**src/sv/skht_pkg.sv**
```systemverilog
// Shared constants, codes and types for the string-keyed hash table.
`timescale 1ns / 1ps
`default_nettype none
package skht_pkg;

  localparam int SLOTS    = 64;
  localparam int SLOT_W   = $clog2(SLOTS);
  localparam int KEY_MAX  = 16;
  localparam int LEN_W    = $clog2(KEY_MAX + 1);
  localparam int CNT_W    = 7;
  localparam int STATUS_W = 3;

  localparam logic [31:0] FNV_BASIS = 32'd2166136261;
  localparam logic [31:0] FNV_PRIME = 32'd16777619;

  localparam logic [1:0] CMD_PUT      = 2'd0;
  localparam logic [1:0] CMD_REMOVE   = 2'd1;
  localparam logic [1:0] CMD_LOOKUP   = 2'd2;
  localparam logic [1:0] CMD_RESERVED = 2'd3;

  localparam logic [STATUS_W-1:0] ST_OK        = 3'd0;
  localparam logic [STATUS_W-1:0] ST_INVALID   = 3'd1;
  localparam logic [STATUS_W-1:0] ST_NOT_FOUND = 3'd2;
  localparam logic [STATUS_W-1:0] ST_FULL      = 3'd3;
  localparam logic [STATUS_W-1:0] ST_TOO_LONG  = 3'd4;

  typedef struct packed {
    logic [31:0]              hash;
    logic [LEN_W-1:0]         klen;
    logic [31:0]              handle;
    logic [KEY_MAX-1:0][7:0]  bytes;
  } slot_row_t;

  // Commands from the controller to the datapath.
  typedef struct packed {
    logic                idle;
    logic                probe_start;
    logic                rd_probe;
    logic                probe_adv;
    logic                put_write;
    logic                ins_write;
    logic                del_start;
    logic                del_rd;
    logic                del_copy;
    logic                del_step;
    logic                del_end;
    logic                res_set;
    logic [STATUS_W-1:0] res_code;
    logic                res_found;
    logic                out_load;
  } cmd_t;

  // Status from the datapath to the controller.
  typedef struct packed {
    logic       accept_last;
    logic       overflow;
    logic [1:0] command;
    logic       handle_zero;
    logic       full_load;
    logic       probe_valid;
    logic       probe_match;
    logic       probe_last;
    logic       del_done;
    logic       cand_valid;
    logic       stays;
    logic       out_free;
  } stat_t;

endpackage
`default_nettype wire

```
**src/sv/skht_ctrl.sv**
```systemverilog
// Controller state machine: command decode, probe walk and backward-shift delete.
`timescale 1ns / 1ps
`default_nettype none
module skht_ctrl (
  input  wire logic            clk,
  input  wire logic            rst,
  input  wire skht_pkg::stat_t st,
  output skht_pkg::cmd_t       cmd
);
  localparam logic [2:0] S_IDLE  = 3'd0;
  localparam logic [2:0] S_CHECK = 3'd1;
  localparam logic [2:0] S_PRD   = 3'd2;
  localparam logic [2:0] S_PRC   = 3'd3;
  localparam logic [2:0] S_DRD   = 3'd4;
  localparam logic [2:0] S_DRC   = 3'd5;
  localparam logic [2:0] S_FIN   = 3'd6;

  logic [2:0] state;
  logic [2:0] state_next;
  logic       hit;
  logic       miss;

  always_comb begin
    cmd        = '0;
    state_next = state;
    hit        = st.probe_valid && st.probe_match;
    miss       = !st.probe_valid || (!st.probe_match && st.probe_last);
    case (state)
      S_IDLE: begin
        cmd.idle = 1'b1;
        if (st.accept_last) begin
          state_next = S_CHECK;
        end
      end
      S_CHECK: begin
        if (st.overflow) begin
          cmd.res_set  = 1'b1;
          cmd.res_code = skht_pkg::ST_TOO_LONG;
          state_next   = S_FIN;
        end else if ((st.command != skht_pkg::CMD_PUT && st.command != skht_pkg::CMD_REMOVE
                      && st.command != skht_pkg::CMD_LOOKUP)
                     || (st.command == skht_pkg::CMD_PUT && st.handle_zero)) begin
          cmd.res_set  = 1'b1;
          cmd.res_code = skht_pkg::ST_INVALID;
          state_next   = S_FIN;
        end else begin
          cmd.probe_start = 1'b1;
          state_next      = S_PRD;
        end
      end
      S_PRD: begin
        cmd.rd_probe = 1'b1;
        state_next   = S_PRC;
      end
      S_PRC: begin
        if (hit) begin
          cmd.res_set  = 1'b1;
          cmd.res_code = skht_pkg::ST_OK;
          case (st.command)
            skht_pkg::CMD_PUT: begin
              cmd.put_write = 1'b1;
              state_next    = S_FIN;
            end
            skht_pkg::CMD_REMOVE: begin
              cmd.del_start = 1'b1;
              state_next    = S_DRD;
            end
            default: begin
              cmd.res_found = 1'b1;
              state_next    = S_FIN;
            end
          endcase
        end else if (miss) begin
          cmd.res_set = 1'b1;
          state_next  = S_FIN;
          if (st.command == skht_pkg::CMD_PUT) begin
            // An empty slot was found unless the whole table was walked.
            if (st.full_load || st.probe_valid) begin
              cmd.res_code = skht_pkg::ST_FULL;
            end else begin
              cmd.res_code  = skht_pkg::ST_OK;
              cmd.ins_write = 1'b1;
            end
          end else begin
            cmd.res_code = skht_pkg::ST_NOT_FOUND;
          end
        end else begin
          cmd.probe_adv = 1'b1;
          state_next    = S_PRD;
        end
      end
      S_DRD: begin
        if (st.del_done || !st.cand_valid) begin
          cmd.del_end = 1'b1;
          state_next  = S_FIN;
        end else begin
          cmd.del_rd = 1'b1;
          state_next = S_DRC;
        end
      end
      S_DRC: begin
        cmd.del_copy = !st.stays;
        cmd.del_step = 1'b1;
        state_next   = S_DRD;
      end
      S_FIN: begin
        if (st.out_free) begin
          cmd.out_load = 1'b1;
          state_next   = S_IDLE;
        end
      end
      default: begin
        state_next = S_IDLE;
      end
    endcase
  end

  always_ff @(posedge clk) begin
    if (rst) begin
      state <= S_IDLE;
    end else begin
      state <= state_next;
    end
  end
endmodule
`default_nettype wire
```
**config.mk**
```make
export PLATFORM = sky130hd
export DESIGN_NAME = skht_ctrl
export DESIGN_NICKNAME = d
export VERILOG_FILES = /design/src/sv/skht_pkg.sv /design/src/sv/skht_ctrl.sv
export SDC_FILE = /design/constraint.sdc
export NUM_CORES = 1
export LEC_CHECK = 0
export ABC_AREA = 0
export ABC_CLOCK_PERIOD_IN_PS = 1500
export BUFFER_PORTS_ARGS = -buffer_cell sky130_fd_sc_hd__buf_2
export CAP_MARGIN = 20
export CORE_AREA = 10 10 47 49
export DETAILED_ROUTE_END_ITERATION = 8
export DIE_AREA = 0 0 57 59
export SKIP_LAST_GASP = 1
export SLEW_MARGIN = 20
export SYNTH_ARGS = -nofsm -noshare
export SYNTH_HDL_FRONTEND = slang
export SYNTH_SLANG_ARGS = --single-unit
```
**constraint.sdc**
```tcl
create_clock -name clk -period 1.5 [get_ports clk]
set_input_delay 0.225 -clock clk [delete_from_list [all_inputs] [get_ports clk]]
set_output_delay 0.225 -clock clk [all_outputs]
set_load 0.01 [all_outputs]
```
Word-level counts from Yosys, hierarchy flattened. Cells that the tools add are included.

Register bits: 3. Bits of input ports: 15. Output and inout port bits: 17.

Equality and inequality tests: 11. Multiplexer cells: 42. Reduce and logical (&&, ||, !) cells: 18.

Operators by type and width (number): $mux 1 (24); $mux 3 (7); $pmux 3 s7 (1); $mux 4 (5); $eq 3x3->1 const B (3); $mux 2 (4); $pmux 4 s2 (1); $eq 3x2->1 const B (2); $ne 2x2->1 const B (3); $logic_and 1x1->1 (5); $logic_not 1->1 (4); $logic_or 1x1->1 (4); $eq 3x1->1 const B (1); $logic_not 3->1 (1); $eq 2x1->1 const B (1); $logic_not 2->1 (1); $ne 2x1->1 const B (1); $reduce_and 2->1 (1); $reduce_bool 2->1 (1); $reduce_or 2->1 (1).

Logic depth before layout (Yosys ltp). Gate-level depths: netlist of run 1.

Depth in word-level cells: 7. Depth in mapped cells: 5. Depth with buffers taken out: 4.

Worst setup path before layout of run 1. Ideal clock, no wire load.

Path kind: flip-flop to output port. From: register state[2]. To: output port cmd[10] in the netlist's numbering. Arrival time: 1153 ps. Required time: 1275 ps. Setup slack: 122 ps. Stages on the path, launching flop included: 6. Buffers on the path: 1. Cell sequence: dfxtp_1 -> buf_2 -> nand3b_1 -> inv_1 -> nand3_1 -> nor3b_1.

RTL lines: start, declared (line skht_ctrl.sv:18) `logic [2:0] state;`; start signal, assigned (line skht_ctrl.sv:122) `state <= state_next;`; end, declared (line skht_ctrl.sv:8) `output skht_pkg::cmd_t cmd`.

==> results of run 1 <==
-- logic make-up (layout without fill, tap and decap cells) --
logic type / count (synthesis) / count (layout) / share of synthesized area, %
AND/OR/NAND/NOR: 37 / 37 / 52.1
AO/OA/AOI/OAI: 10 / 10 / 20.7
buffers and inverters: 7 / 49 / 9.06
flip-flops: 3 / 3 / 15.5
multiplexers: 1 / 1 / 2.59
-- what timing repair did --
item / CTS / global route
setup endpoints to repair: 6 / 13
gates resized for setup: 6 / 10
buffers inserted: 4 / 0
pin swaps: 5 / 2
-- Yosys cell counts --
| cell type | number | area (um^2) |
|---|---|---|
| nor2_1 | 8 | 30.0 |
| nor3_1 | 8 | 40.0 |
| inv_1 | 5 | 18.8 |
| nand2_1 | 5 | 18.8 |
| nand2b_1 | 4 | 25.0 |
| dfxtp_1 | 3 | 60.1 |
| nor3b_1 | 3 | 22.5 |
| a31oi_1 | 2 | 12.5 |
| and2_1 | 2 | 12.5 |
| o21ai_0 | 2 | 10.0 |
| a21oi_1 | 1 | 5.00 |
| a221o_1 | 1 | 10.0 |
| a22o_1 | 1 | 8.76 |
| a2bb2oi_2 | 1 | 15.0 |
| and3_1 | 1 | 6.26 |
| buf_2 | 1 | 5.00 |
| buf_6 | 1 | 11.3 |
| mux2i_1 | 1 | 10.0 |
| nand3_1 | 1 | 5.00 |
| nand3b_1 | 1 | 7.51 |
| nor2b_1 | 1 | 6.26 |
| o21a_1 | 1 | 7.51 |
| o21bai_2 | 1 | 11.3 |
| or3b_1 | 1 | 8.76 |
| or3b_4 | 1 | 11.3 |
| or4_1 | 1 | 7.51 |
-- worst max-delay path, cell delays in order, from the launching register on --
cell and delay, ns:
dfxtp_2 0.32, or3b_4 0.41, a31oi_1 0.15, o21bai_4 0.15, buf_6 0.12
-- layer usage --
layer	global-route usage, %	vias up
met5	0	-
met4	5.03	0
met3	3.65	0
met2	11.6	26
met1	9.23	247
li1	-	287
-- layout make-up --
type | count | area (um^2)
Fill cell | 150 | 698
Multi-Input combinational cell | 48 | 347
Timing Repair Buffer | 40 | 229
Sequential cell | 3 | 62.6
Clock buffer | 4 | 26.3
Tap cell | 16 | 20.0
Inverter | 5 | 18.8
-- per-stage QoR --
step                      setup WS [ns]  total power, uW
after floorplan                   0.122              321
after global placement            0.109              433
after detailed placement          0.108              436
after CTS                        -0.111              633
after global routing             -0.156              716
final                            -0.110              664
-- power groups by stage --
stage	Sequential [uW]	Combinational, uW	Clock [uW]
final	117	397	150
after global routing	120	429	166
after CTS	115	366	152
after detailed placement	117	319	0
after global placement	116	317	0
after floorplan	114	206	0
-- worst max path at each step --
stage / slack (ns) / cells after the start / endpoint / startpoint
after CTS: -0.11 / 4 / cmd[5] / state[2]
after floorplan: 0.12 / 5 / cmd[10] / state[2]
after global routing: -0.16 / 4 / cmd[5] / state[2]
after detailed placement: 0.11 / 5 / cmd[5] / st[9]
final: -0.11 / 4 / cmd[5] / state[2]
after global placement: 0.11 / 5 / cmd[5] / st[9]
==> impl_metrics.ini, run 1 <==
[global_routing]
antenna_found_initial = 0
gr-usage-all-layers_pct = 7.98
gr-total-overflow = 0
grt_pass1_wl_um = 2260
grt_max_degree = 9
grt_pass1_vias = 567

[routing]
drtIter0Drc = 11
avgRoutedWirePerCell_um = 12.6
wl_met1_um = 670
dr_wl_met3_um = 133
vias = 560
finalWirelength_um = 1460
wl_met2_um = 656
via_per_inst = 4.83
remaining_drc_errors = 0
ant_nets = 0
drt_pass1_iterations = 4
dr.max_layer_used = met3

[worst_setup_path]
cp_max_fo = 4
worstPathArrival_ns = 1.38
crit_required_ns = 1.27
crit_path_end_kind = output port
r2r_end = state[2]
crit_path_start_kind = flip-flop
worst-r2r-cell-count = 5
rr_startpoint = state[0]
reg2reg_setup_slack_ns = 0.09
crit_type = reg2out

[sta]
setup_viol = 5
slew_viol_final = 0
final.setup.tns_ns = -0.259
rsz0062_at_grt = true
timing.fmax_mhz = 621
min_period_over_period_pct = 107
whs_ns = 0.309
worst_slew_pin_slew_ns = 0.438
skew_ns = 0.00893
fin_ws_ns = -0.110
hold_viol = 0
max-slew-margin-rel_pct = 70.7
finalCriticalPeriod_ns = 1.61

[pwr]
comb_power_share_pct = 59.9
seq_power_share_pct = 17.6
power_switching_uw = 262
p_clk_share_pct = 22.5
irDropWorstVdd_mv = 0.449
swShare_pct = 39.4
p_leak_uw = 0.000377
internal_power_uw = 402
power-per-cell-area_nw_per_um2 = 944

[job]
drv_cap = 0

[finish]
layout_commonest_cell = buf_2
layout.cells.most_common_list = buf_2, buf_4, nor2_1
largest_reg_flops = 3
fin_nets = 116
fin_area_um2 = 703
diodes = 0
final_util_pct = 50.2
regMostFlops = state
fin_cells = 116
top_regs = state x3
area_delta_synth_final_pct = 81.9
drive_gt1_share_pct = 59.0

[logic_synthesis]
syn-cell-area_um2 = 387
netlist_instances = 58
synth_seq_area_share_pct = 15.5
yosysWarnings = 0
synth.distinct_cells = 26
synth_nets = 73
synth_seq_cells = 3
syn_area_per_cell_um2 = 6.67

[placement]
port_buffers = 31
placed_area_um2 = 583
dp_hpwl_um = 1140
place.gp.congestion = 0.767
dp_cells = 108

[hold_path]
hold_path_startpoint = st[0]
hold_depth = 3
hold_path.class = in2reg
min_to = state[2]

[cts]
cts_tree = built
clock_tree.buffer_depth = 2
cts_buffers = 3
clk_pin_slew_worst_paths_ns = 0.03
clkSinkCount = 3
clock_latency_ns = 0.24
htree_levels = 1
root_buffer = clkbuf_4
hold_buffers = 0

[floorplan]
die-height_um = 59
io_pins = 32
start_util_pct = 27.6
fp.coreArea_um2 = 1400
die_w_um = 57
die_area_um2 = 3360
num_rows = 14

[status]
outcome = finished with violations
violations = setup timing
Power figures use the tool's default switching activity.
==> run 2: changes to the inputs <==
--- a/config.mk
+++ b/config.mk
@@ -9,9 +9,14 @@
 export ABC_CLOCK_PERIOD_IN_PS = 1500
 export BUFFER_PORTS_ARGS = -buffer_cell sky130_fd_sc_hd__buf_2
 export CAP_MARGIN = 20
-export CORE_AREA = 10 10 47 49
+export CELL_PAD_IN_SITES_DETAIL_PLACEMENT = 1
+export CELL_PAD_IN_SITES_GLOBAL_PLACEMENT = 1
+export CORE_MARGIN = 10
+export CORE_UTILIZATION = 23
 export DETAILED_ROUTE_END_ITERATION = 8
-export DIE_AREA = 0 0 57 59
+export MAX_ROUTING_LAYER = met4
+export PLACE_DENSITY_LB_ADDON = 0.1
+export RECOVER_POWER = 25
 export SKIP_LAST_GASP = 1
 export SLEW_MARGIN = 20
 export SYNTH_ARGS = -nofsm -noshare
==> run 2 against run 1 <==
Net effect: the run still ends with setup timing left; sequential power up 4%; highest routed layer is now met4; final cell count up 0.86%; critical path depth unchanged; via count up 3.4%; largest power group unchanged; critical path type unchanged; fmax down 1.7%; critical endpoint unchanged; non-clock buffer count up 1; first-iteration DRC count down 64%.
==> impl_metrics.ini, run 2 (same netlist as run 1, synthesis figures left out) <==
[cts]
cts_buffers = 3
root_buffer = clkbuf_4
htree_levels = 1
clkSinkCount = 3
hold_buffers = 0
clock_tree.buffer_depth = 2
clock_latency_ns = 0.24
clk_pin_slew_worst_paths_ns = 0.04
cts_tree = built

[sta]
rsz0062_at_grt = true
timing.fmax_mhz = 611
hold_viol = 0
worst_slew_pin_slew_ns = 0.414
max-slew-margin-rel_pct = 72.3
fin_ws_ns = -0.137
setup_viol = 7
finalCriticalPeriod_ns = 1.64
min_period_over_period_pct = 109
slew_viol_final = 0
skew_ns = 0.00729

[routing]
vias = 579
drtIter0Drc = 4
avgRoutedWirePerCell_um = 15.0
ant_nets = 0
finalWirelength_um = 1760
drt_pass1_iterations = 2
via_per_inst = 4.95
remaining_drc_errors = 0

[worst_setup_path]
reg2reg_setup_slack_ns = -0.02
crit_path_end_kind = output port
crit_required_ns = 1.27
path_delay_family = simple AND/OR/NAND/NOR gates
cpPeakStageDelay_ns = 0.43
crit_type = reg2out
worstPathArrival_ns = 1.41
path_cells = or3b_4 > a31oi_1 > o21bai_4 > buf_6
cp_max_fo = 4
crit_buf_inv = 1
critPathSlowestCell = or3b_4
crit_path_start_kind = flip-flop

[pwr]
internal_power_uw = 420
seq_power_share_pct = 17.6
swShare_pct = 39.5
power-per-cell-area_nw_per_um2 = 967
power_switching_uw = 275
p_total_uw = 695
p_leak_uw = 0.000382
p_clk_share_pct = 21.7
irDropWorstVdd_mv = 0.487
comb_power_share_pct = 60.7

[finish]
fin_cells = 117
multiInputGateArea_um2 = 348
regMostFlops = state
fin_nets = 117
area_delta_synth_final_pct = 85.8
final.fill_count = 213
diodes = 0
layout.cells.most_common_list = buf_2, buf_4, nor2_1
drive_gt1_share_pct = 59.4
top_regs = state x3
largest_reg_flops = 3
ff_latch_area_um2 = 63.8
layout_commonest_cell = buf_2

[global_routing]
grt_max_degree = 9
antenna_found_initial = 0
grt_pass1_vias = 631
gr-usage-met2_pct = 17.9
grt.met3_usage_pct = 3.55
gr-total-overflow = 0
gr-usage-all-layers_pct = 10.1
busiest_layer = met2
grt_pass1_wl_um = 2790
met1_usage_pct = 10.2

[placement]
dp_hpwl_um = 1400
place.gp.congestion = 0.771
dp_cells = 109
port_buffers = 31

[status]
violations = setup timing
outcome = finished with violations

[floorplan]
die_w_um = 61
fp.coreArea_um2 = 1540
die_area_um2 = 3720
num_rows = 14
die-height_um = 61
start_util_pct = 25.1
io_pins = 32

[hold_path]
hold_path.class = in2reg

[job]
drv_cap = 0
run 2: cell types whose count changed in the layout (fill, tap and decap cells not counted), sizes merged:
cell,before,now
clkbuf,4,5
run 2: routing by layer:
layer / up-vias / part of all wire [%]
li1: 292 / -
met1: 264 / 42
met2: 21 / 50
met3: 2 / 6.4
met4: 0 / 1.1
met5: - / 0
run 2: worst paths after layout:
kind	start	endpoint	cells past startpoint
max	state[1]	cmd[5]	4
min	rst	state[0]	3
max reg2reg	state[0]	state[2]	5
min reg2reg	state[2]	state[0]	3
run 2: final cells by class:
type / instances / share of cell area [%]
Multi-Input combinational cell: 48 / 48.4
Clock buffer: 4 / 3.66
Inverter: 5 / 2.61
Sequential cell: 3 / 8.89
Tap cell: 16 / 2.79
Timing Repair Buffer: 41 / 33.6
run 2: repair_timing:
| action | in CTS | in global routing |
|---|---|---|
| gates cloned | 0 | 0 |
| pin swaps | 2 | 2 |
| resized for setup | 12 | 8 |
| setup buffers | 3 | 1 |
| setup endpoints to repair | 7 | 16 |
run 2: power by group through the flow:
stage	Clock [uW]	Sequential, uW	Combinational [uW]
after floorplan	0	114	206
after global placement	0	115	332
after detailed placement	0	117	334
after CTS	153	118	395
after global routing	165	122	466
final	151	122	422
run 2: worst min-delay path: stages:
cell     delay (ns)
buf_2          0.08
a221o_1        0.15
nor3_1         0.06
run 2: metrics by stage:
stage               instance area, um^2  worst slack (ns)  setup TNS, ns  hold WS [ns]  utilization (%)
global placement                    591            0.0966              0         0.565             38.3
finish                              718            -0.137         -0.372         0.325             46.6
floorplan                           387             0.122              0         0.453                -
detailed placement                  591            0.0867              0         0.581             38.3
CTS                                 688            -0.144         -0.386         0.321             44.6
global route                        718            -0.177          -1.01         0.348             46.6
==> run 3: changes to the inputs <==
--- a/config.mk
+++ b/config.mk
@@ -6,7 +6,7 @@
 export NUM_CORES = 1
 export LEC_CHECK = 0
 export ABC_AREA = 0
-export ABC_CLOCK_PERIOD_IN_PS = 1500
+export ABC_CLOCK_PERIOD_IN_PS = 1700
 export BUFFER_PORTS_ARGS = -buffer_cell sky130_fd_sc_hd__buf_2
 export CAP_MARGIN = 20
 export CELL_PAD_IN_SITES_DETAIL_PLACEMENT = 1
==> constraint.sdc (replaced) <==
create_clock -name clk -period 1.7 [get_ports clk]
set_input_delay 0.255 -clock clk [delete_from_list [all_inputs] [get_ports clk]]
set_output_delay 0.255 -clock clk [all_outputs]
set_load 0.01 [all_outputs]
==> run 3 against run 2 <==
Net effect: the run now ends clean; clock power is 17% lower; clock-buffer cell count stayed put; final cell count is 5.1% lower; die area stayed put; routed wire length is 7.8% lower; worst setup slack better by 0.17 ns; sequential cell count stayed put; first-iteration DRC count is 130% higher; non-clock buffer count is 6 lower; clock skew is 0.0016 ns lower; hold slack better by 0.046 ns; largest power group unchanged; highest routed layer unchanged.
==> impl_metrics.ini, run 3 (same netlist as run 1, synthesis figures left out) <==
[finish]
top_regs = state x3
regMostFlops = state
area_delta_synth_final_pct = 61.8
diodes = 0
layout_commonest_cell = buf_2
fin_cells = 111
fin_nets = 111
largest_reg_flops = 3
drive_gt1_share_pct = 45.3
layout.cells.most_common_list = buf_2, nor3_1, nor2_1

[routing]
remaining_drc_errors = 0
wl_met2_um = 737
vias = 548
drt_pass1_iterations = 4
avgRoutedWirePerCell_um = 14.6
dr_wl_met3_um = 118
via_per_inst = 4.94
drtIter0Drc = 9
ant_nets = 0
wl_met1_um = 740
dr.max_layer_used = met4
finalWirelength_um = 1620

[global_routing]
grt_pass1_vias = 602
grt_pass1_wl_um = 2560
grt_max_degree = 8
antenna_found_initial = 0
gr-usage-all-layers_pct = 9.07
gr-total-overflow = 0

[sta]
max-slew-margin-rel_pct = 67.1
skew_ns = 0.00572
setup_viol = 0
min_period_over_period_pct = 98.3
finalCriticalPeriod_ns = 1.67
worst_slew_pin_slew_ns = 0.493
final.setup.tns_ns = 0
timing.fmax_mhz = 599
whs_ns = 0.370
rsz0062_at_grt = true
slew_viol_final = 0
hold_viol = 0

[placement]
place.gp.congestion = 0.785
dp_cells = 107
port_buffers = 31
dp_hpwl_um = 1390

[job]
drv_cap = 0

[pwr]
power-per-cell-area_nw_per_um2 = 858
p_leak_uw = 0.000340
irDropWorstVdd_mv = 0.391

[worst_setup_path]
crit_required_ns = 1.44
crit_type = reg2out
cp_max_fo = 4
crit_path_end_kind = output port
worstPathArrival_ns = 1.42
crit_path_start_kind = flip-flop

[floorplan]
io_pins = 32
die_w_um = 61
fp.coreArea_um2 = 1540
die_area_um2 = 3720
num_rows = 14
start_util_pct = 25.1
die-height_um = 61

[hold_path]
hold_path.class = in2reg

[cts]
root_buffer = clkbuf_4
hold_buffers = 0
cts_buffers = 3
clkSinkCount = 3
clk_pin_slew_worst_paths_ns = 0.04
clock_latency_ns = 0.23
cts_tree = built
clock_tree.buffer_depth = 2
htree_levels = 1

[status]
outcome = finished clean
-- run 3: cell count changes in the layout (fill, tap and decap cells not counted), moves of 2 or more --
cell	previous run	this run
dfxtp_2	3	1
nor2_2	2	0
nor3_2	3	0
dfxtp_1	0	2
nor2_1	6	8
nor3_1	5	8
buf_6	3	1
buf_4	7	4
-- run 3: layout make-up --
type                    count  area, um^2
fillers                   219         916
multi-input cells          48         309
repair buffers             35         190
flip-flops and latches      3        61.3
clock buffers               4        26.3
well taps                  16        20.0
inverters                   5        18.8
-- run 3: final timing paths --
check | startpoint | to | slack, ns | depth (start not counted)
max reg2reg | state[2] | state[2] | 0.31 | 5
max | state[0] | cmd[5] | 0.03 | 4
min reg2reg | state[0] | state[0] | 0.59 | 2
min | rst | state[0] | 0.37 | 3
-- run 3: timing repair --
item,CTS,global route
setup endpoints to repair,1,3
buffers inserted,0,0
gates resized for setup,3,2
pin swaps,0,0
-- run 3: power by group --
group / internal (uW) / switching (uW)
Sequential: 89.4 / 15.9
Combinational: 148 / 158
Clock: 88.0 / 37.8
-- run 3: through the flow --
stage                     area, um^2  setup WS, ns  utilization [%]  total power [uW]
after floorplan                  387         0.292                -               283
after CTS                        617       0.00613             40.0               540
after global routing             626       -0.0245             40.6               588
final                            626        0.0297             40.6               537
after detailed placement         576         0.146             37.3               392
after global placement           576         0.209             37.3               392
-- run 3: worst max-delay path, stage by stage, from the launching register on --
cell and delay (ns):
dfxtp_2 0.34, or3b_4 0.41, a31oi_2 0.16, o21bai_4 0.16
buf_6 0.12
-- run 3: per-layer routing --
| layer | global-route usage, % | up-vias |
|---|---|---|
| li1 | - | 276 |
| met2 | 15.1 | 21 |
| met3 | 3.13 | 2 |
| met5 | - | - |
| met4 | 2.82 | 0 |
| met1 | 9.85 | 249 |
